--- src/hw/rtl/mprm_pkg.sv ---
// ----------------------------------------------------------------------------
// Pulse rate meter package
// Shared sizes, command encoding and the decoded command type of the
// multichannel pulse rate meter.
// ----------------------------------------------------------------------------
`default_nettype none

package mprm_pkg;

    // Channel and window geometry.
    localparam int CHANNELS   = 16;
    localparam int WINDOW     = 16;
    localparam int CH_IDX_W   = (CHANNELS > 1) ? $clog2(CHANNELS) : 1;
    localparam int POS_W      = (WINDOW > 1) ? $clog2(WINDOW) : 1;
    localparam int WIN_SHIFT  = $clog2(WINDOW + 1) - 1;
    localparam int SNAP_AW    = CH_IDX_W + POS_W;
    localparam int SNAP_DEPTH = 1 << SNAP_AW;

    // Field widths on the stream ports.
    localparam int FUNC_W     = 2;
    localparam int CHAN_W     = 4;
    localparam int COUNT_W    = 32;
    localparam int RATE_W     = 16;
    localparam int IN_DATA_W  = 8;
    localparam int IN_USER_W  = 8;
    localparam int OUT_DATA_W = 48;
    localparam int OUT_USER_W = 8;

    // Timing state and configuration.
    localparam int ELAPSED_W                 = 17;
    localparam int INTERVAL_W                = 16;
    localparam logic [INTERVAL_W-1:0] INTERVAL_RESET = 16'd1000;
    localparam logic [COUNT_W-1:0]    RATE_SCALE     = 32'd100;

    // Command codes as carried in tuser.
    typedef enum logic [FUNC_W-1:0] {
        OP_PULSE = 2'd0,
        OP_CLEAR = 2'd1,
        OP_TICK  = 2'd2,
        OP_READ  = 2'd3
    } t_op;

    // Decoded command handed from the front end to the back end.
    typedef struct packed {
        t_op                 op;
        logic [CH_IDX_W-1:0] ch;
        logic                ch_ok;
    } t_cmd;

endpackage

`default_nettype wire

--- src/hw/rtl/mprm_cmd_fifo.sv ---
// ----------------------------------------------------------------------------
// Pulse rate meter command queue
// Two-entry queue of decoded commands between the front and back ends.
// ----------------------------------------------------------------------------
`default_nettype none

module mprm_cmd_fifo
    import mprm_pkg::*;
(
    input  wire logic i_clk,
    input  wire logic i_rst_n,
    input  wire logic i_push,
    input  wire t_cmd i_cmd,
    output logic      o_full,
    input  wire logic i_pop,
    output logic      o_valid,
    output t_cmd      o_cmd
);

    t_cmd       r_mem [2];
    logic       r_wr_ptr;
    logic       r_rd_ptr;
    logic [1:0] r_fill;

    assign o_full  = (r_fill == 2'd2);
    assign o_valid = (r_fill != 2'd0);
    assign o_cmd   = r_mem[r_rd_ptr];

    // Pointers and fill level.
    always_ff @(posedge i_clk) begin
        if (!i_rst_n) begin
            r_wr_ptr <= 1'b0;
            r_rd_ptr <= 1'b0;
            r_fill   <= 2'd0;
        end else begin
            if (i_push) begin
                r_wr_ptr <= !r_wr_ptr;
            end
            if (i_pop) begin
                r_rd_ptr <= !r_rd_ptr;
            end
            if (i_push && !i_pop) begin
                r_fill <= r_fill + 2'd1;
            end else if (i_pop && !i_push) begin
                r_fill <= r_fill - 2'd1;
            end
        end
    end

    // Entry storage.
    always_ff @(posedge i_clk) begin
        if (i_push) begin
            r_mem[r_wr_ptr] <= i_cmd;
        end
    end

endmodule

`default_nettype wire

--- config.mk ---
export PLATFORM = sky130hd
export DESIGN_NAME = mprm_cmd_fifo
export DESIGN_NICKNAME = d
export VERILOG_FILES = /design/src/hw/rtl/mprm_pkg.sv /design/src/hw/rtl/mprm_cmd_fifo.sv
export SDC_FILE = /design/constraint.sdc
export NUM_CORES = 1
export LEC_CHECK = 0
export BUFFER_PORTS_ARGS = -buffer_cell sky130_fd_sc_hd__buf_2
export CAP_MARGIN = 40
export CORE_ASPECT_RATIO = 1.4
export CORE_MARGIN = 5
export CORE_UTILIZATION = 30
export DETAILED_ROUTE_END_ITERATION = 8
export GPL_TIMING_DRIVEN = 1
export PLACE_DENSITY = 0.51
export SYNTH_ARGS = -nofsm -noshare
export SYNTH_HDL_FRONTEND = slang
export SYNTH_SLANG_ARGS = --single-unit
--- constraint.sdc ---
create_clock -name i_clk -period 1.3 [get_ports i_clk]
set_input_delay 0.195 -clock i_clk [delete_from_list [all_inputs] [get_ports i_clk]]
set_output_delay 0.195 -clock i_clk [all_outputs]
set_load 0.01 [all_outputs]
==> key figures, run 1 <==
Cells and area
  • Commonest non-fill, non-tap cell in the layout: edfxtp_1
  • Number of fill cells: 222
  • Total Nets Final: 81
  • Most frequent cells in the layout: edfxtp_1, buf_2, buf_6
  • Diode count: 0
  • Layout cells sized above 1: 0.515
  • Fin util: 0.410
  • Area delta synth->final: 33.6%

Global route
  • Pin count of the biggest net entering global routing: 11
  • Initial antenna violation count: 0
  • Vias in the first global route: 460
  • GRT Resource Usage Total: 0.0766
  • Grt ovf: 0
  • First-pass GRT wire length: 1.95 mm

Timing
  • Minimum clock period: 1350 ps
  • Slew headroom: 0.776
  • Worst-Margin Slew: 336 ps
  • Endpoints failing setup: 7
  • Slack of the critical path: -52.6 ps
  • WHS: 84.2 ps
  • Unrepaired setup endpoints after global routing: true
  • Final TNS setup: -358 ps
  • Max Slew Vio Count: 0
  • Endpoints failing hold: 0
  • Fmax: 739 MHz
  • Final period util: 1.04
  • Setup Skew: 6.78 ps

Place
  • GPL Wtd Cong: 0.647
  • IO buf count: 19
  • Post-DP HPWL: 824 um

Status
  • Status: finished with violations
  • Failing checks: setup timing

Floorplan
  • Core area: 2360 um2
  • # IOs: 20
  • Die W: 51.6 um
  • Num rows: 21
  • Starting Density: 0.307
  • Die height: 68.2 um
  • Die area: 3520 um2

Pwr
  • PD cells: 1270 nW/um2
  • Static leakage: 0.405 nW
  • Peak supply drop: 617 uV

Setup path
  • Highest-delay cell along the critical path: dfxtp_4
  • CP top delay family: flip-flops
  • Crit path kind: reg -> out
  • Crit path cell chain: mux2_4, buf_6
  • Crit path buffers/inverters: 1
  • CP Max Fanout: 7
  • Endpoint type of the worst setup path: output pin
  • Worst path arrival time: 1160 ps
  • Worst Setup Start Kind: flip-flop
  • Critical Path Max Stage Delay: 440 ps
  • WP data required: 1110 ps

Clock tree
  • Hold buffer count at cts: 0
  • # clock sinks: 19
  • CTS tree: yes
  • Total CTS buffers: 3
  • Clock latency on the worst-skew pair: 290 ps
  • CTS clock-pin slew for the worst setup and hold paths: 100 ps
  • CTS max path bufs: 2
  • Clock Root Buffer: clkbuf_4
  • Htree depth: 1

Detailed routing
  • DR iter-0 viols: 4
  • DRC violations left: 0
  • Final wirelength: 1.13 mm
  • Post-DRT Antenna Nets: 0
  • Via density: 4.53
  • Avg WL per Cell: 12.4 um
  • Via count: 412
  • Pre-Repair DR Iteration Count: 4

Run
  • Max_cap viols: 0

Synth
  • Syn nets: 56
  • Post-Syn Area per Cell: 16.5 um2
  • Post-Syn Area: 726 um2
  • Total number of yosys warnings: 0
  • #FFs+latches synth: 19
  • Cell variety after synth: 16
  • Gate Count Post-Synth: 44
  • Register area share after synthesis: 0.717

Worst hold path
  • Min-Delay Path Class: in -> reg
-- worst register-to-register path, delay by kind of cell, from the launching register on --
kind,cells,cell delay [ps]
flip-flops,1,360
AND/OR/NAND/NOR,1,310
XOR/XNOR,1,160
AO/OA/AOI/OAI,1,140
buffers and inverters,1,130
-- sequential cells by signal (all words and copies together) (netlist names), named ones only --
register	cells
r_fill	2
r_wr_ptr	1
r_rd_ptr	1
r_mem	14
-- layer usage --
| metal | track usage | wire length (um) |
|---|---|---|
| met3 | 0.0196 | 74 |
| met4 | 0.0492 | 8 |
| met5 | 0 | 0 |
| met1 | 0.0812 | 459 |
| met2 | 0.134 | 582 |
-- cell families after synthesis --
| logic type | count (synthesis) | synth area share |
|---|---|---|
| flip-flops | 19 | 0.717 |
| AND/OR/NAND/NOR | 9 | 0.0810 |
| multiplexers | 7 | 0.109 |
| AO/OA/AOI/OAI | 3 | 0.0276 |
| XOR/XNOR | 3 | 0.0362 |
| buffers and inverters | 2 | 0.0121 |
| adder cells (fa/ha/maj) | 1 | 0.0172 |
-- synthesized netlist by cell type --
cell	instances	area (um2)
edfxtp_1	14	420
mux2_2	7	78.8
dfxtp_1	5	100
and2_1	4	25.0
nor2b_1	2	12.5
xor2_1	2	17.5
a21boi_1	1	7.51
and2b_2	1	8.76
buf_2	1	5.00
ha_1	1	12.5
inv_1	1	3.75
o21a_1	1	7.51
o21ai_0	1	5.00
or2_2	1	6.26
or3_1	1	6.26
xnor2_1	1	8.76
-- what timing repair did --
item | in CTS | in global routing
gates resized for setup | 17 | 2
endpoints found under the hold margin | 0 | 0
setup buffers | 0 | 1
endpoints found under the setup margin | 8 | 8
-- stage by stage --
stage                     cell area (um2)  total power [mW]  std cells  setup WS [ps]
after floorplan                       726             0.830         44            237
after global placement                852             0.896         86           67.5
after detailed placement              852             0.900         86           70.9
after CTS                             953              1.24         90          -84.6
after global routing                  970              1.30         91           -107
final                                 970              1.23         91          -52.6
-- worst paths after layout --
path	from	end	slack [ps]	cells past startpoint
hold / removal	i_cmd[4]	r_mem[0][4]	80	1
hold reg to reg	r_fill[1]	r_fill[1]	510	2
setup / recovery	flip-flop	o_cmd[2]	-50	2
setup reg to reg	r_fill[0]	r_fill[1]	150	4
-- report_power, final --
part	total [mW]	internal (mW)	switching (mW)	leakage [nW]
registers	0.721	0.695	0.0256	0.174
clock network	0.286	0.119	0.167	0.0150
logic	0.226	0.144	0.0824	0.216
-- cell type report --
cell class,instances,area [um2],area share
multi-input combinational,23,223,0.230
inverter,1,3.75,0.00387
timing repair buffer,21,160,0.165
sequential,19,528,0.545
clock buffer,4,26.3,0.0271
tap,23,28.8,0.0297
Power figures use the tool's default switching activity.
==> run 2, diff against run 1 <==
--- a/config.mk
+++ b/config.mk
@@ -7,12 +7,14 @@
 export LEC_CHECK = 0
 export BUFFER_PORTS_ARGS = -buffer_cell sky130_fd_sc_hd__buf_2
 export CAP_MARGIN = 40
+export CELL_PAD_IN_SITES_DETAIL_PLACEMENT = 0
+export CELL_PAD_IN_SITES_GLOBAL_PLACEMENT = 1
 export CORE_ASPECT_RATIO = 1.4
 export CORE_MARGIN = 5
 export CORE_UTILIZATION = 30
 export DETAILED_ROUTE_END_ITERATION = 8
 export GPL_TIMING_DRIVEN = 1
-export PLACE_DENSITY = 0.51
+export PLACE_DENSITY = 0.59
 export SYNTH_ARGS = -nofsm -noshare
 export SYNTH_HDL_FRONTEND = slang
 export SYNTH_SLANG_ARGS = --single-unit
==> key figures, run 2 (synthesis results as in run 1) <==
Cells and area
  • Max FFs per register: 14 (unchanged)
  • Number of fill cells: 232 (was 222)
  • Biggest regs: r_mem (14), r_fill (2) (unchanged)
  • Seq. cell area: 526 um2 (was 528 um2)
  • Biggest register: r_mem (unchanged)
  • Most frequent cells in the layout: edfxtp_1, buf_2, mux2_4, buf_6, and2_1 (was edfxtp_1, buf_2, buf_6)
  • Layout cells sized above 1: 0.515 (unchanged)
  • Area delta synth->final: 32.4% (was 33.6%)
  • Commonest non-fill, non-tap cell in the layout: edfxtp_1 (unchanged)
  • Area occupied by multi-input gates: 223 um2 (unchanged)
  • Total Nets Final: 81 (unchanged)
  • Diode count: 0 (unchanged)
  • Design area: 961 um2 (was 970 um2)

Run
  • Max_cap viols: 0 (unchanged)

Setup path
  • Endpoint type of the worst setup path: output pin (unchanged)
  • R2R Path End: r_fill[1] (unchanged)
  • R2R Setup Slk: 290 ps (was 150 ps)
  • Worst path arrival time: 1150 ps (was 1160 ps)
  • R2R cell count: 3 (was 4)
  • Crit path kind: reg -> out (unchanged)
  • CP Max Fanout: 7 (unchanged)
  • Reg2Reg Launch Point: r_fill[0] (unchanged)
  • WP data required: 1110 ps (about the same)
  • Worst Setup Start Kind: flip-flop (unchanged)

Pwr
  • Logic pwr share: 0.173 (was 0.183)
  • PD cells: 1260 nW/um2 (was 1270 nW/um2)
  • Sw Share: 0.216 (was 0.223)
  • Peak supply drop: 551 uV (was 617 uV)
  • P_int: 0.947 mW (was 0.958 mW)
  • Clk network pwr share: 0.227 (was 0.232)
  • Sequential fraction of design power: 0.600 (was 0.584)
  • Net Switching: 0.260 mW (was 0.275 mW)
  • Static leakage: 0.402 nW (was 0.405 nW)

Worst hold path
  • Hold Path End: r_mem[0][6] (was r_mem[0][4])
  • Min-delay src: i_cmd[6] (was i_cmd[4])
  • Min-Delay Path Class: in -> reg (unchanged)
  • Hold Path Depth: 1 (unchanged)

Global route
  • GRT Resource Usage Total: 0.0715 (was 0.0766)
  • Initial antenna violation count: 0 (unchanged)
  • First-pass GRT wire length: 1.79 mm (was 1.95 mm)
  • Grt ovf: 0 (unchanged)
  • Pin count of the biggest net entering global routing: 11 (unchanged)
  • Vias in the first global route: 452 (was 460)

Detailed routing
  • Final wirelength: 1.08 mm (was 1.13 mm)
  • Post-DRT Antenna Nets: 0 (unchanged)
  • Via density: 4.53 (unchanged)
  • Avg WL per Cell: 11.9 um (was 12.4 um)
  • Pre-Repair DR Iteration Count: 2 (was 4)
  • DRC violations left: 0 (unchanged)
  • DR iter-0 viols: 1 (was 4)
  • Via count: 412 (unchanged)

Timing
  • Unrepaired setup endpoints after global routing: true (unchanged)
  • Endpoints failing hold: 0 (unchanged)
  • Slew headroom: 0.780 (was 0.776)
  • Final period util: 1.04 (about the same)
  • Endpoints failing setup: 7 (unchanged)
  • Minimum clock period: 1350 ps (about the same)
  • Slack of the critical path: -49.8 ps (was -52.6 ps)
  • Final TNS setup: -322 ps (was -358 ps)
  • Max Slew Vio Count: 0 (unchanged)
  • Fmax: 741 MHz (was 739 MHz)
  • Worst-Margin Slew: 330 ps (was 336 ps)
  • Setup Skew: 2.15 ps (was 6.78 ps)

Status
  • Failing checks: setup timing (unchanged)
  • Status: finished with violations (unchanged)

Place
  • GPL Wtd Cong: 0.598 (was 0.647)
  • Placed cell area: 860 um2 (was 852 um2)
  • Post-DP HPWL: 805 um (was 824 um)
  • IO buf count: 19 (unchanged)

Clock tree
  • CTS max path bufs: 2 (unchanged)
  • CTS tree: yes (unchanged)
  • Clock latency on the worst-skew pair: 280 ps (was 290 ps)
  • Clock Root Buffer: clkbuf_4 (unchanged)
  • CTS clock-pin slew for the worst setup and hold paths: 100 ps (about the same)
  • Htree depth: 1 (unchanged)
  • Total CTS buffers: 3 (unchanged)
  • # clock sinks: 19 (unchanged)

Floorplan
  • Num rows: 21 (unchanged)
  • Die W: 51.6 um (unchanged)
  • Die height: 68.2 um (unchanged)
  • # IOs: 20 (unchanged)
  • Core area: 2360 um2 (unchanged)
  • Starting Density: 0.307 (unchanged)
  • Die area: 3520 um2 (unchanged)
==> run 2: cell counts in the layout (fill, tap and decap cells not counted) <==
Identical to the previous run, type by type.
==> run 2: layer usage <==
metal / GRT usage / up-vias / wire [um]
met4: 0.0590 / 0 / 19
li1: - / 206 / -
met2: 0.124 / 13 / 565
met1: 0.0684 / 191 / 417
met5: 0 / - / 0
met3: 0.0218 / 2 / 81
==> run 2: critical path, cell delays in order, from the launching register on <==
cell and delay (ps):
dfxtp_4 440, mux2_4 320, buf_6 120
==> run 2: stage by stage <==
step / util / power [mW] / hold WS, ps / std cells / setup WS, ps
final: 0.406 / 1.21 / 97.3 / 91 / -49.8
after global routing: 0.406 / 1.27 / 85.1 / 91 / -100
after CTS: 0.406 / 1.23 / 85.8 / 91 / -80.2
after detailed placement: 0.363 / 0.903 / 390 / 87 / 71.8
after global placement: 0.363 / 0.899 / 384 / 87 / 90.9
after floorplan: - / 0.830 / 294 / 44 / 237
==> run 2: worst max path at each step <==
| stage | from | end | slack, ps | cells past startpoint |
|---|---|---|---|---|
| after floorplan | i_pop | r_fill[1] | 240 | 4 |
| after global placement | flip-flop | o_cmd[1] | 90 | 2 |
| after detailed placement | flip-flop | o_cmd[1] | 70 | 2 |
| after CTS | flip-flop | o_cmd[1] | -80 | 2 |
| after global routing | flip-flop | o_cmd[0] | -100 | 2 |
| final | flip-flop | o_cmd[1] | -50 | 2 |
==> run 2: power groups by stage <==
| stage | logic, mW | registers, mW | clock network [mW] |
|---|---|---|---|
| floorplan | 0.110 | 0.719 | 0 |
| global placement | 0.167 | 0.732 | 0 |
| CTS | 0.213 | 0.725 | 0.293 |
| global route | 0.230 | 0.730 | 0.308 |
| finish | 0.209 | 0.725 | 0.274 |
| detailed placement | 0.170 | 0.733 | 0 |
==> run 2: final cells by class <==
| type | instances | area share |
|---|---|---|
| well taps | 23 | 0.0299 |
| clock buffers | 4 | 0.0273 |
| repair buffers | 21 | 0.160 |
| flip-flops and latches | 19 | 0.547 |
| multi-input cells | 23 | 0.232 |
| inverters | 1 | 0.00391 |
==> run 2: what timing repair did <==
action                     CTS  global route
buffers inserted             0             0
resized for setup           16             1
setup endpoints to repair    7             8
hold buffers                 0             0
