File: src/hw/rtl/mprm_pkg.sv
// ----------------------------------------------------------------------------
// Pulse rate meter package
// Shared sizes, command encoding and the decoded command type of the
// multichannel pulse rate meter.
// ----------------------------------------------------------------------------
`default_nettype none

package mprm_pkg;

    // Channel and window geometry.
    localparam int CHANNELS   = 16;
    localparam int WINDOW     = 16;
    localparam int CH_IDX_W   = (CHANNELS > 1) ? $clog2(CHANNELS) : 1;
    localparam int POS_W      = (WINDOW > 1) ? $clog2(WINDOW) : 1;
    localparam int WIN_SHIFT  = $clog2(WINDOW + 1) - 1;
    localparam int SNAP_AW    = CH_IDX_W + POS_W;
    localparam int SNAP_DEPTH = 1 << SNAP_AW;

    // Field widths on the stream ports.
    localparam int FUNC_W     = 2;
    localparam int CHAN_W     = 4;
    localparam int COUNT_W    = 32;
    localparam int RATE_W     = 16;
    localparam int IN_DATA_W  = 8;
    localparam int IN_USER_W  = 8;
    localparam int OUT_DATA_W = 48;
    localparam int OUT_USER_W = 8;

    // Timing state and configuration.
    localparam int ELAPSED_W                 = 17;
    localparam int INTERVAL_W                = 16;
    localparam logic [INTERVAL_W-1:0] INTERVAL_RESET = 16'd1000;
    localparam logic [COUNT_W-1:0]    RATE_SCALE     = 32'd100;

    // Command codes as carried in tuser.
    typedef enum logic [FUNC_W-1:0] {
        OP_PULSE = 2'd0,
        OP_CLEAR = 2'd1,
        OP_TICK  = 2'd2,
        OP_READ  = 2'd3
    } t_op;

    // Decoded command handed from the front end to the back end.
    typedef struct packed {
        t_op                 op;
        logic [CH_IDX_W-1:0] ch;
        logic                ch_ok;
    } t_cmd;

endpackage

`default_nettype wire

File: src/hw/rtl/mprm_front.sv
// ----------------------------------------------------------------------------
// Pulse rate meter front end
// Decodes each input beat and checks its channel range into a register
// stage, then pushes the decoded command into the queue.
// ----------------------------------------------------------------------------
`default_nettype none

module mprm_front
    import mprm_pkg::*;
(
    input  wire logic                 i_clk,
    input  wire logic                 i_rst_n,
    input  wire logic                 i_s_axis_tvalid,
    output logic                      o_s_axis_tready,
    input  wire logic [IN_DATA_W-1:0] i_s_axis_tdata,
    input  wire logic [IN_USER_W-1:0] i_s_axis_tuser,
    output logic                      o_push,
    output t_cmd                      o_cmd,
    input  wire logic                 i_full
);

    logic r_valid;
    t_cmd r_cmd;
    t_cmd n_cmd;
    logic [CHAN_W-1:0] chan;

    // The stage takes a beat when it is empty or its content moves on.
    assign o_s_axis_tready = !r_valid || !i_full;
    assign o_push          = r_valid && !i_full;
    assign o_cmd           = r_cmd;

    // Decode the command and check the channel against the channel count.
    always_comb begin
        chan        = i_s_axis_tdata[CHAN_W-1:0];
        n_cmd.op    = t_op'(i_s_axis_tuser[FUNC_W-1:0]);
        n_cmd.ch    = CH_IDX_W'(chan);
        n_cmd.ch_ok = (32'(chan) < CHANNELS);
    end

    always_ff @(posedge i_clk) begin
        if (!i_rst_n) begin
            r_valid <= 1'b0;
        end else if (o_s_axis_tready) begin
            r_valid <= i_s_axis_tvalid;
        end
    end

    always_ff @(posedge i_clk) begin
        if (o_s_axis_tready && i_s_axis_tvalid) begin
            r_cmd <= n_cmd;
        end
    end

endmodule

`default_nettype wire

File: config.mk
export PLATFORM = sky130hd
export DESIGN_NAME = mprm_front
export DESIGN_NICKNAME = d
export VERILOG_FILES = /design/src/hw/rtl/mprm_pkg.sv /design/src/hw/rtl/mprm_front.sv
export SDC_FILE = /design/constraint.sdc
export NUM_CORES = 1
export LEC_CHECK = 0
export BUFFER_PORTS_ARGS = -buffer_cell sky130_fd_sc_hd__buf_2
export CAP_MARGIN = 25
export CORE_AREA = 5 5 42 44
export CTS_CLUSTER_DIAMETER = 30
export DETAILED_ROUTE_END_ITERATION = 10
export DIE_AREA = 0 0 47 49
export GPL_TIMING_DRIVEN = 0
export PLACE_DENSITY = 0.59
export RECOVER_POWER = 100
export SLEW_MARGIN = 20
export SYNTH_ARGS = -nofsm -noshare
export SYNTH_HDL_FRONTEND = slang
export SYNTH_SLANG_ARGS = --single-unit
File: constraint.sdc
create_clock -name i_clk -period 2.2 [get_ports i_clk]
set_input_delay 0.11 -clock i_clk [delete_from_list [all_inputs] [get_ports i_clk]]
set_output_delay 0.11 -clock i_clk [all_outputs]
set_load 0.03 [all_outputs]
==> results of run 1 <==
[kinds of logic (layout without fill, tap and decap cells)]
kind of cell | count (synthesis) | count (layout) | share of synthesized area
other | 1 | 1 | 0.0155
buffers and inverters | 1 | 22 | 0.0311
AOI/OAI and AO/OA | 1 | 1 | 0.0207
DFF | 7 | 7 | 0.829
and+or+nand+nor | 4 | 4 | 0.104
[cells in the mapped netlist]
| cell type | n | area (um2) |
|---|---|---|
| a21oi_1 | 1 | 5.00 |
| conb_1 | 1 | 3.75 |
| dfxtp_1 | 1 | 20.0 |
| buf_4 | 1 | 7.51 |
| and2_1 | 1 | 6.26 |
| nand2_1 | 1 | 3.75 |
| nor2b_1 | 1 | 6.26 |
| edfxtp_1 | 6 | 180 |
| and2b_2 | 1 | 8.76 |
[per-stage QoR]
step / hold slack, ps / instance area, um2
2_1_floorplan: 209 / 241
3_3_place_gp: 289 / 347
4_1_cts: 23.3 / 373
6_report: 33.8 / 363
5_1_grt: 18.0 / 363
3_5_place_dp: 289 / 347
[layer usage]
layer  vias up  global-route usage  routed length, um  part of all wire
li1         88                   -                  -                 -
met1        72              0.0590                260              0.46
met2        19              0.0543                177              0.31
met3         0              0.0701                130              0.23
met4         0              0.0415                  0                 0
met5         -                   0                  0                 0
[power groups by stage]
| stage | logic (W) | registers, W | clock network [W] |
|---|---|---|---|
| global placement | 0.0000423 | 0.000158 | 0 |
| global route | 0.0000431 | 0.000157 | 0.000128 |
| finish | 0.0000402 | 0.000156 | 0.000115 |
| floorplan | 0.0000125 | 0.000172 | 0 |
| detailed placement | 0.0000429 | 0.000158 | 0 |
| CTS | 0.0000431 | 0.000156 | 0.000121 |
[worst register-to-register path: stages (launching register included)]
cell and delay (ps):
dfxtp_1 320, nand2_1 80, and2_0 350
[area by class of cell]
cell class                      instances  area (um2)
Buffer                                  1        7.51
Clock buffer                            4        26.3
Fill cell                             163        1040
Multi-Input combinational cell          6        33.8
Sequential cell                         7         200
Tap cell                               16        20.0
Timing Repair Buffer                   17        75.1
[registers in the layout, indices dropped and copies added (netlist names)]
name and cells:
o_cmd 6, r_valid 1
[path summary, 6_finish.rpt]
path                     endpoint                 start  cells past startpoint
max                        o_push  r_valid$_SDFFE_PN0P_                      2
min            o_cmd[1]$_DFFE_PP_     i_s_axis_tdata[0]                      1
max reg2reg    o_cmd[4]$_DFFE_PP_  r_valid$_SDFFE_PN0P_                      2
min reg2reg  r_valid$_SDFFE_PN0P_  r_valid$_SDFFE_PN0P_                      2
==> results.json, run 1 <==
{
  "finalSetupViolCount": 0,
  "mostFrequentLayoutCells": "clkbuf_1 (9), buf_2 (9), edfxtp_1 (6), clkbuf_4 (3)",
  "drive_above_1_share": 0.400,
  "routed_wl_um": 568,
  "powerDensity_nw_per_um2": 858,
  "synth_cell_types": 9,
  "via_count": 179,
  "yosysWarnings": 0,
  "r2r_slack_ps": 1120,
  "die_w_um": 47,
  "synth_nets": 34,
  "worstPathRequired_ps": 2090,
  "cp_slowest_cell": "dfxtp_1",
  "area_delta_synth_final_pct": 50.3,
  "postCtsResizedCells": 0,
  "clk_pin_slew_ps": 50,
  "swShare": 0.246,
  "root_buffer": "clkbuf_4",
  "die_h_um": 49,
  "cts_max_path_buffers": 2,
  "fin_util": 0.259,
  "rsz0062_at_grt": "no",
  "setup_ws_ps": 1030,
  "min_path_type": "in2reg",
  "synth-seq-cells": 7,
  "status": "completed",
  "drtPass1Iterations": 1,
  "crit_chain": "and2b_2 > clkbuf_1",
  "fin_skew_ps": 3.35,
  "peakVddDrop_v": 0.000283,
  "power_frac_comb": 0.129,
  "avgViaCountPerCell": 3.51,
  "synth_area_per_cell_um2": 17.2,
  "period_minus_slack_ps": 1170,
  "post_cts_buffers": 0,
  "drtIter0Drc": 0,
  "route.detailed.wl_per_inst_um": 11.1,
  "power.switching_w": 0.0000766,
  "cp-end-kind": "output port",
  "ctsHoldBuffers": 0,
  "grt_max_degree": 7,
  "start_util": 0.172,
  "syn_area_um2": 241,
  "cts_tree": "done",
  "max-cap-violations": 0,
  "crit_family": "flip-flops",
  "post-place-cells": 47,
  "power.total_w": 0.000311,
  "cpPeakStageDelay_ps": 350,
  "clockPowerShare": 0.370,
  "numCtsBuffers": 3,
  "p_int_w": 0.000235,
  "diodes": 0,
  "critical_path_class": "reg2out",
  "clkSinkCount": 7,
  "drv_slew": 0,
  "insertion_delay_ps": 250,
  "ant_nets": 0,
  "io_buffers": 17,
  "netlist_instances": 14,
  "clock.fmax_mhz": 852,
  "hold_viol_final": 0,
  "start_kind": "flip-flop",
  "cp_max_fo": 3,
  "drc": 0,
  "htree_levels": 1,
  "final.period_utilization": 0.533,
  "dp_slack_ps": 1200,
  "grt_usage": 0.0555,
  "layout.cells.non_filler": 51,
  "cp.arrival_ps": 1060,
  "rows": 14,
  "power_frac_seq": 0.501,
  "coreArea_um2": 1400,
  "setup-tns-final_ps": 0,
  "final_nets": 56,
  "grt_overflow": 0,
  "synth-seq-area-share": 0.829,
  "crit_buf_inv": 1,
  "grt_pass1_wl_um": 814,
  "antenna_found_initial": 0,
  "gp_congestion": 0.649,
  "p_leak_nw": 0.146,
  "die-area_um2": 2300,
  "io_pins": 29,
  "grt_pass1_vias": 197
}
(Power assumes the default switching activity.)
==> inputs of run 2 (changes only) <==
- clock period: 2.2 -> 1.2 ns (I/O delays scaled with it)
==> run 2 against run 1 <==
Critical path depth did not move; critical endpoint is now o_s_axis_tready; setup slack got worse by 840 ps; total power grew 88%; first-iteration DRC count is the same; core utilization grew 4.3 points; global-route usage is 0.57 points higher; clock power rose by 83%; non-clock buffer count grew 6; die area is the same; worst hold slack worse by 9.7 ps.
==> results.json, run 2 (synthesized netlist as in run 1, its figures left out) <==
{
  "drv_slew": 0,
  "antenna_found_initial": 0,
  "insertion_delay_ps": 250,
  "numCtsBuffers": 3,
  "hold_viol_final": 0,
  "die_w_um": 47,
  "p_int_w": 0.000443,
  "hold_depth": 2,
  "cp-end-kind": "output port",
  "grt_pass1_wl_um": 924,
  "ctsHoldBuffers": 6,
  "ant_nets": 0,
  "io_pins": 29,
  "worstHoldStart": "i_rst_n",
  "grt_util_met3": 0.0590,
  "io_buffers": 17,
  "min_to": "r_valid$_SDFFE_PN0P_",
  "drc": 0,
  "finalSetupViolCount": 0,
  "status": "completed",
  "clk_pin_slew_ps": 50,
  "drtIter0Drc": 0,
  "r2r-start": "r_valid$_SDFFE_PN0P_",
  "route.detailed.wl_per_inst_um": 10.8,
  "grt_usage": 0.0612,
  "start_util": 0.172,
  "htree_levels": 1,
  "power.switching_w": 0.000142,
  "rsz0062_at_grt": "no",
  "grt_overflow": 0,
  "top_usage_layer": "met2",
  "gp_congestion": 0.649,
  "swShare": 0.243,
  "use_met2": 0.0769,
  "cp_max_fo": 3,
  "period_minus_slack_ps": 1010,
  "final_common_cell": "clkbuf_1",
  "layout.cells.non_filler": 57,
  "r2r_slack_ps": 210,
  "coreArea_um2": 1400,
  "power_frac_comb": 0.152,
  "die_h_um": 49,
  "routed_wl_um": 614,
  "avgViaCountPerCell": 3.60,
  "reg2reg_to": "o_cmd[4]$_DFFE_PP_",
  "powerDensity_nw_per_um2": 1380,
  "p_leak_nw": 0.172,
  "grt_max_degree": 7,
  "clock.fmax_mhz": 991,
  "grt_use_met1": 0.0612,
  "drive_above_1_share": 0.341,
  "fin_skew_ps": 2.81,
  "post-place-cells": 47,
  "clkSinkCount": 7,
  "critical_path_class": "reg2out",
  "die-area_um2": 2300,
  "max-cap-violations": 0,
  "root_buffer": "clkbuf_4",
  "start_kind": "flip-flop",
  "rows": 14,
  "via_count": 205,
  "final.period_utilization": 0.841,
  "fillers": 162,
  "worstPathRequired_ps": 1140,
  "post_cts_buffers": 0,
  "clockPowerShare": 0.360,
  "setup-tns-final_ps": 0,
  "cp.arrival_ps": 950,
  "diodes": 0,
  "min_path_type": "in2reg",
  "postCtsResizedCells": 0,
  "peakVddDrop_v": 0.000529,
  "area_delta_synth_final_pct": 75.1,
  "power_frac_seq": 0.488,
  "largest_register_ffs": 6,
  "rr_worst_depth": 2,
  "drtPass1Iterations": 1,
  "mostFrequentLayoutCells": "clkbuf_1 (9), buf_2 (8), dlygate4sd3_1 (6), edfxtp_1 (6), clkbuf_4 (3)",
  "final_nets": 62,
  "cts_max_path_buffers": 2,
  "grt_pass1_vias": 227,
  "cts_tree": "done"
}
-- run 2: worst max-delay path by stage --
stage	startpoint	end	slack, ps	cells past startpoint
2_1_floorplan	r_valid$_SDFFE_PN0P_	o_cmd[1]$_DFFE_PP_	70	2
3_3_place_gp	r_valid$_SDFFE_PN0P_	o_cmd[5]$_DFFE_PP_	250	2
3_5_place_dp	r_valid$_SDFFE_PN0P_	o_cmd[5]$_DFFE_PP_	200	2
4_1_cts	r_valid$_SDFFE_PN0P_	o_push	190	2
5_1_grt	r_valid$_SDFFE_PN0P_	o_s_axis_tready	130	2
6_report	r_valid$_SDFFE_PN0P_	o_s_axis_tready	190	2
-- run 2: metal layers --
| layer | vias to the layer above | part of all wire |
|---|---|---|
| met2 | 19 | 0.38 |
| met1 | 86 | 0.44 |
| met4 | 0 | 0 |
| li1 | 100 | - |
| met5 | - | 0 |
| met3 | 0 | 0.18 |
-- run 2: worst max-delay path: stages (launching register included) --
cell and delay [ps]:
dfxtp_1 320, nand2_1 80, clkbuf_1 310
-- run 2: power groups by stage --
stage	clock (W)	combinational (W)	sequential, W
after global routing	0.000234	0.0000958	0.000288
after detailed placement	0	0.0000787	0.000290
after floorplan	0	0.0000229	0.000315
final	0.000211	0.0000888	0.000286
after CTS	0.000222	0.0000937	0.000286
after global placement	0	0.0000775	0.000290
-- run 2: cell type report --
class,count,area (um2),area share
well taps,16,20.0,0.0473
plain buffers,1,7.51,0.0178
repair buffers,23,135,0.320
clock buffers,4,26.3,0.0621
multi-input cells,6,33.8,0.0799
flip-flops and latches,7,200,0.473
-- run 2: per-stage QoR --
stage / util / instance area (um2) / total power [W] / hold WS, ps / setup slack [ps]
3_5_place_dp: 0.247 / 347 / 0.000369 / 239 / 205
5_1_grt: 0.302 / 423 / 0.000617 / 53.0 / 133
2_1_floorplan: - / 241 / 0.000337 / 159 / 69.0
4_1_cts: 0.309 / 433 / 0.000602 / 14.0 / 186
6_report: 0.302 / 423 / 0.000585 / 24.1 / 191
3_3_place_gp: 0.247 / 347 / 0.000368 / 239 / 246
==> inputs of run 3 (changes only) <==
- clock period: 1.2 -> 1.02 ns (I/O delays scaled with it)
==> run 3 against run 2 <==
Global-route usage decreased by 1.1 points; flip-flop and latch count unchanged; via count decreased by 4.4%; largest power group unchanged.
==> results.json, run 3 (synthesized netlist as in run 1, its figures left out) <==
{
  "status": "completed",
  "power.total_w": 0.000689,
  "worstHoldStart": "i_rst_n",
  "finalSetupViolCount": 0,
  "start_kind": "flip-flop",
  "cp_slowest_cell": "dfxtp_2",
  "die-area_um2": 2300,
  "clock.fmax_mhz": 1020,
  "period_minus_slack_ps": 976,
  "final_nets": 62,
  "layout.cells.non_filler": 57,
  "largest_register_ffs": 6,
  "grt_usage": 0.0505,
  "r2r_slack_ps": 40,
  "routed_wl_um": 527,
  "final_common_cell": "buf_2",
  "fillers": 155,
  "drtIter0Drc": 1,
  "worstPathRequired_ps": 970,
  "clk_pin_slew_ps": 50,
  "rsz0062_at_grt": "no",
  "peakVddDrop_v": 0.000485,
  "avgViaCountPerCell": 3.44,
  "crit_chain": "and2b_2 > buf_4",
  "cts_max_path_buffers": 2,
  "antenna_found_initial": 0,
  "area_delta_synth_final_pct": 80.8,
  "cpPeakStageDelay_ps": 320,
  "cp.arrival_ps": 920,
  "insertion_delay_ps": 250,
  "clkSinkCount": 7,
  "grt_pass1_vias": 175,
  "fin_skew_ps": 2.73,
  "grt_max_degree": 7,
  "io_pins": 29,
  "reg2reg_to": "o_cmd[4]$_DFFE_PP_",
  "rr_worst_depth": 2,
  "r2r-start": "r_valid$_SDFFE_PN0P_",
  "final.period_utilization": 0.957,
  "cp-end-kind": "output port",
  "diodes": 0,
  "drive_above_1_share": 0.561,
  "grt_overflow": 0,
  "setup-tns-final_ps": 0,
  "min_to": "r_valid$_SDFFE_PN0P_",
  "gp_congestion": 0.631,
  "mostFrequentLayoutCells": "buf_2 (9), clkbuf_2 (7), dlygate4sd3_1 (6), edfxtp_1 (6), clkbuf_4 (3)",
  "p_leak_nw": 0.197,
  "powerDensity_nw_per_um2": 1580,
  "coreArea_um2": 1400,
  "numCtsBuffers": 3,
  "route.detailed.wl_per_inst_um": 9.25,
  "hold_depth": 2,
  "cts_tree": "done",
  "drc": 0,
  "ant_nets": 0,
  "htree_levels": 1,
  "max-cap-violations": 0,
  "post-place-cells": 47,
  "cp_max_fo": 3,
  "critical_path_class": "reg2out",
  "die_w_um": 47,
  "drtPass1Iterations": 2,
  "rows": 14,
  "grt_pass1_wl_um": 765,
  "min_path_type": "in2reg",
  "drv_slew": 0,
  "hold_viol_final": 0,
  "io_buffers": 17,
  "die_h_um": 49,
  "start_util": 0.172,
  "root_buffer": "clkbuf_4",
  "via_count": 196
}
-- run 3: cell count changes in the layout (fill, tap and decap cells not counted) --
cell      previous run  this run
buf_2                8         9
buf_4                1         2
clkbuf_1             9         1
dfxtp_1              1         0
clkbuf_2             1         7
dfxtp_2              0         1
-- run 3: per-stage QoR --
step	setup slack (ps)	area [um2]	utilization	hold WS, ps
5_1_grt	7.08	437	0.312	18.4
6_report	44.0	437	0.312	15.9
4_1_cts	5.64	437	0.312	8.55
3_3_place_gp	140	350	0.250	231
3_5_place_dp	135	350	0.250	230
2_1_floorplan	35.3	245	-	150
-- run 3: worst max-delay path: cells and delay by family (launching register included) --
kind	cells	cell delay (ps)
buf+inv	1	160
simple gates	1	200
flops	1	320
-- run 3: layout make-up --
type	instances	area, um2	share of cell area
buffer	1	7.51	0.0172
clock buffer	4	26.3	0.0602
multi-input combinational	6	33.8	0.0774
sequential	7	201	0.461
tap	16	20.0	0.0458
timing repair buffer	23	148	0.338
-- run 3: worst max-delay path by stage --
| stage | from | end | slack (ps) |
|---|---|---|---|
| 2_1_floorplan | r_valid$_SDFFE_PN0P_ | o_cmd[1]$_DFFE_PP_ | 40 |
| 3_3_place_gp | r_valid$_SDFFE_PN0P_ | o_cmd[3]$_DFFE_PP_ | 140 |
| 3_5_place_dp | r_valid$_SDFFE_PN0P_ | o_cmd[4]$_DFFE_PP_ | 130 |
| 4_1_cts | r_valid$_SDFFE_PN0P_ | o_push | 6 |
| 5_1_grt | r_valid$_SDFFE_PN0P_ | o_cmd[3]$_DFFE_PP_ | 7 |
| 6_report | r_valid$_SDFFE_PN0P_ | o_push | 40 |
-- run 3: per-layer routing --
layer  GRT usage  routed length (um)
met5           0                   0
met4      0.0415                   0
met3      0.0443                 129
met2      0.0475                 170
met1      0.0656                 228
-- run 3: power by group --
group	switching (W)	internal [W]	leakage (nW)
sequential	0.00000461	0.000332	0.0666
combinational	0.0000632	0.0000465	0.115
clock	0.0000944	0.000149	0.0150
total	0.000162	0.000527	0.197
-- run 3: repair_timing --
| item | CTS | global route |
|---|---|---|
| endpoints found under the setup margin | 0 | 1 |
| setup buffers | 0 | 0 |
| hold endpoints to repair | 6 | 0 |
| resized for setup | 0 | 3 |
| hold buffers | 6 | 0 |
